===== src/sv/rtrgf_ram.sv =====
// ----------------------------------------------------------------------------
// rtrgf_ram: generic simple dual-port RAM
// One write port and one read port; the read data is registered, so it
// appears in the cycle after the address.
// ----------------------------------------------------------------------------
module rtrgf_ram #(
    parameter int WIDTH = 32,
    parameter int DEPTH = 64
) (
    input  logic                                      i_clk,
    input  logic                                      i_we,
    input  logic [((DEPTH > 1) ? $clog2(DEPTH) : 1)-1:0] i_waddr,
    input  logic [WIDTH-1:0]                          i_wdata,
    input  logic [((DEPTH > 1) ? $clog2(DEPTH) : 1)-1:0] i_raddr,
    output logic [WIDTH-1:0]                          o_rdata
);

    logic [WIDTH-1:0] r_mem [DEPTH];
    logic [WIDTH-1:0] r_rdata;

    // Write port and registered read port.
    always_ff @(posedge i_clk) begin
        if (i_we) begin
            r_mem[i_waddr] <= i_wdata;
        end
        r_rdata <= r_mem[i_raddr];
    end

    assign o_rdata = r_rdata;

endmodule


===== config.mk =====
export PLATFORM = sky130hd
export DESIGN_NAME = rtrgf_ram
export DESIGN_NICKNAME = d
export VERILOG_FILES = /design/src/sv/rtrgf_ram.sv
export SDC_FILE = /design/constraint.sdc
export NUM_CORES = 2
export LEC_CHECK = 0
export BUFFER_PORTS_ARGS = -buffer_cell sky130_fd_sc_hd__buf_2
export CAP_MARGIN = 25
export CORE_MARGIN = 3
export CORE_UTILIZATION = 46
export CTS_CLUSTER_DIAMETER = 50
export CTS_CLUSTER_SIZE = 30
export DETAILED_ROUTE_END_ITERATION = 10
export GPL_TIMING_DRIVEN = 0
export HOLD_SLACK_MARGIN = 0.12
export PLACE_DENSITY = 0.65
export SLEW_MARGIN = 30
export SYNTH_ARGS = -nofsm -noshare
export SYNTH_HDL_FRONTEND = slang
export SYNTH_SLANG_ARGS = --single-unit

===== constraint.sdc =====
create_clock -name i_clk -period 3.4 [get_ports i_clk]
set_input_delay 0.51 -clock i_clk [delete_from_list [all_inputs] [get_ports i_clk]]
set_output_delay 0.51 -clock i_clk [all_outputs]
set_load 0.01 [all_outputs]

==> flow_results.org <==
** STA
- Timing-limited maximum frequency :: 282 MHz
- Number of hold-slack violations in the final timing report :: 0
- Dividing the final minimum period by the clock period gives 1.04.
- Clk_skew :: ~46 ps
- For the pin with the worst max-slew slack, the measured transition is 1090 ps.
- Hold is met by roughly 220 ps.
- Headroom to the max-slew limit :: 0.276
- Setup repair after global routing could not meet its margin everywhere.
- Minimum clock period after layout :: between 3000 and 4000 ps
- Final-report max-slew violation count :: 0
- After layout, the worst setup slack is -151 ps.
- Setup violations remaining at the end of the flow were counted as 10.
- Setup TNS after final layout :: -932 ps

** Logic synthesis
- Post-synth EDFFs :: 2048
- Sequential cell area fraction in the yosys report :: 0.791
- Count of state elements after synthesis :: ~2100
- After synthesis, the netlist uses 34 different library cells.
- Counting flops with an async set or reset pin after synthesis yields a share of 0.
- The number of nets in the synthesized netlist is 3370.
- Syn Inst Count :: 3324
- Syn Std Cell Area :: approximately 0.079 mm2
- Synth Flop Type :: sky130_fd_sc_hd__edfxtp_1
- Total number of yosys warnings :: 0
- Avg Inst Size Synth :: 23.6 um2

** Routing
- Drc violations :: 0
- Post-route ant nets :: 0
- In this run, the number of DRC markers left after iteration 0 of detailed routing was ~7000.
- In this run the top signal layer used is met5.
- Final wirelength :: 240 mm
- In the detailed route, the total length drawn on met3 is 29.9 mm.
- In the final routed layout, each cell accounts on average for 39.6 um.
- After detailed routing, the number of vias per cell comes to 6.64.
- The first TritonRoute pass finished after 6 iterations.
- After detailed routing, the wire length on met1 is between 80 and 90 mm.
- Summed over all nets, wire length on met2 after detailed routing comes to ~110 mm.
- Total via count in the routed design :: roughly 40000

** Worst setup path
- The worst register-to-register path ends at o_rdata[21]$_DFF_P_.
- Maximum fanout along the worst path :: 10
- Start of the worst register-to-register path :: r_mem[16][21]$_DFFE_PP_
- At the worst endpoint, the arrival time is between 4000 and 5000 ps.
- The worst setup path is captured at a flip-flop.
- The worst register-to-register path has a setup slack of between 800 and 900 ps.
- Category of the most critical setup path :: in -> reg
- Measured in cells, the most critical reg-to-reg path has a length of 4.
- Startpoint class of the critical path :: input port
- Data required time at the worst endpoint :: roughly 4000 ps

** Clock tree
- The number of clock buffers added by TritonCTS is between 150 and 200.
- The H-tree was split into 4 levels.
- Clock-pin slew was measured on the worst setup and hold paths at about 80 ps.
- CTS saw 2080 sinks.
- CTS tree :: built
- For this design, the CTS-stage hold fixing added 0 buffers.
- Counting along the longest clock path gives a buffer depth of 3.
- Clk Tree Root Cell :: sky130_fd_sc_hd__clkbuf_16
- For the worst-skew pair, the clock arrives at the later sink with an insertion delay of roughly 840 ps.

** Pwr
- The share of total power dissipated in the clock network is 0.393.
- Leak pwr :: approximately 29 nW
- VDD sags by at most roughly 460 uV.
- The share of total power dissipated in combinational logic is 0.058.
- Switching pwr :: 12.2 mW
- For this design the ratio of total power to cell area is 561 mW/mm2.
- The internal power of the cells totals between 30 and 40 mW.
- Of the total power, the share spent switching nets is 0.236.
- Of the total power, registers draw 0.549.

** Hold path
- In this run the worst hold path is classified as in -> reg.
- Cells on Worst Hold Path :: 1
- The worst hold path begins at i_wdata[23].
- For hold timing, the worst endpoint is r_mem[11][23]$_DFFE_PP_.

** Global routing
- Number of global-route vias before repair :: 38700
- The initial antenna violation count is 10.
- Entering global routing, the biggest net connects 65 pins.
- The first global-routing pass estimated between 300 and 400 mm of wire.
- The total overflow left after global routing is 0.
- Gr usage total :: 0.276

** Placement
- Routability Congestion :: about 0.88
- Placed wire-length estimate after detailed placement :: roughly 160 mm
- Input and output buffers added on the ports amount to 69.
- Total cell area at the placement stage :: roughly 0.086 mm2

** Final layout
- Area overhead of the layout relative to synthesis :: 17.3%
- Post-Layout Inst Area :: roughly 0.092 mm2
- Number of nets at the end of the flow :: 3755
- Count of filler cells inserted in the layout :: between 10000 and 15000
- Fraction of layout cells with a size suffix above 1 :: 0.327
- Leaving out fill and tap cells, the most frequent cells in the layout are sky130_fd_sc_hd__edfxtp_1, sky130_fd_sc_hd__mux4_2, sky130_fd_sc_hd__clkbuf_16.
- Leading cell type in the layout, fill and taps excluded :: sky130_fd_sc_hd__edfxtp_1

** Floorplan
- The die is approximately 420 um wide.
- Area enclosed by the die boundary :: about 0.18 mm2
- Initial Util :: 0.466
- Core Area :: approximately 0.17 mm2
- In this run the vertical extent of the chip is 419 um.
- Count of standard-cell rows :: 150
- 78 I/O pins were placed.

** Outcome
- The flow ran to the end, but the final reports show violations.
- The final reports fail on setup timing.

** Flow run
- Max-cap violations in this run came to 0.
[worst max-delay path by stage]
stage / from / endpoint / slack [ps] / cells after the start
after global routing: i_raddr[1] / o_rdata[25]$_DFF_P_ / -20 / 7
after global placement: i_waddr[2] / r_mem[29][13]$_DFFE_PP_ / -2850 / 4
final: i_raddr[1] / o_rdata[21]$_DFF_P_ / -150 / 7
after CTS: i_raddr[1] / o_rdata[24]$_DFF_P_ / -30 / 7
after floorplan: i_waddr[5] / r_mem[39][0]$_DFFE_PP_ / 240 / 4
after detailed placement: i_raddr[1] / o_rdata[11]$_DFF_P_ / -1460 / 9
[through the flow]
stage | utilization | power (mW) | worst slack (ps) | std cells
global placement | 0.485 | 31.8 | -2850 | 5597
finish | 0.547 | 51.7 | -151 | 6051
CTS | 0.547 | 51.8 | -25.5 | 6042
global route | 0.547 | 52.9 | -16.0 | 6043
detailed placement | 0.513 | 31.9 | -1460 | 5758
floorplan | - | 30.4 | 238 | 3324
[registers in the layout, summed over array words and instances, names as in the netlist]
signal	count
o_rdata	32
r_mem	2048
[critical path: stages]
cell and delay, ps:
sky130_fd_sc_hd__buf_2 410, sky130_fd_sc_hd__buf_2 480, sky130_fd_sc_hd__buf_1 830, sky130_fd_sc_hd__mux4_2 440
sky130_fd_sc_hd__mux4_2 500, sky130_fd_sc_hd__o22ai_1 620, sky130_fd_sc_hd__nor2_1 320
[metal layers]
metal | vias to the layer above | global-route usage
li1 | 15100 | -
met1 | 21500 | 0.378
met2 | 2998 | 0.417
met3 | 579 | 0.0760
met4 | 4 | 0.120
met5 | - | 0
[cells by family (layout without fill, tap and decap cells)]
| logic type | after synthesis | in the layout | share of synthesized area |
|---|---|---|---|
| AO/OA/AOI/OAI | 202 | 202 | 0.0167 |
| multiplexers | 637 | 637 | 0.168 |
| buffers and inverters | 182 | 697 | 0.0113 |
| other | 0 | 8 | 0 |
| AND/OR/NAND/NOR | 223 | 223 | 0.0127 |
| flip-flops | 2080 | 2080 | 0.791 |
[timing repair]
action                     in CTS  in global routing
cloned                          0                  0
resized for setup              21                  8
buffers inserted                0                  0
setup endpoints to repair      18                  5
[area by class of cell]
class	count	area, um2	share of cell area
Antenna cell	8	20.0	0.000217
Buffer	180	937	0.0102
Clock buffer	163	3990	0.0434
Clock inverter	123	1680	0.0183
Multi-Input combinational cell	1062	16000	0.174
Sequential cell	2080	62100	0.675
Tap cell	2204	2760	0.0299
Timing Repair Buffer	231	4550	0.0494
[power by group through the flow]
stage | combinational (mW) | sequential, mW | clock [mW]
floorplan | 1.38 | 29.0 | 0
global placement | 2.79 | 29.0 | 0
detailed placement | 2.95 | 29.0 | 0
CTS | 2.96 | 28.4 | 20.5
global route | 3.08 | 28.4 | 21.4
finish | 2.99 | 28.4 | 20.3
[synthesized netlist by cell type, drive strengths merged, types with 3 or more instances]
| cell type | n | area share |
|---|---|---|
| nand3 | 5 | 0.00032 |
| a21oi | 62 | 0.0040 |
| o22ai | 84 | 0.0067 |
| or3 | 3 | 0.00024 |
| and3 | 4 | 0.00032 |
| o221ai | 27 | 0.0030 |
| dfxtp | 32 | 0.0082 |
| nor2 | 137 | 0.0065 |
| o32ai | 4 | 0.00045 |
| or3b | 5 | 0.00056 |
| a311oi | 8 | 0.00089 |
| or2 | 3 | 0.00024 |
| edfxtp | 2048 | 0.78 |
| nand2 | 26 | 0.0012 |
| mux2i | 93 | 0.012 |
| mux4 | 544 | 0.16 |
| nand2b | 8 | 0.00064 |
| a41o | 4 | 0.00051 |
| nor3 | 7 | 0.00045 |
| buf | 108 | 0.0077 |
| a22oi | 12 | 0.0011 |
| clkbuf | 74 | 0.0035 |
| nand3b | 5 | 0.00048 |
| nor2b | 15 | 0.0012 |
(Power assumes the default switching activity.)
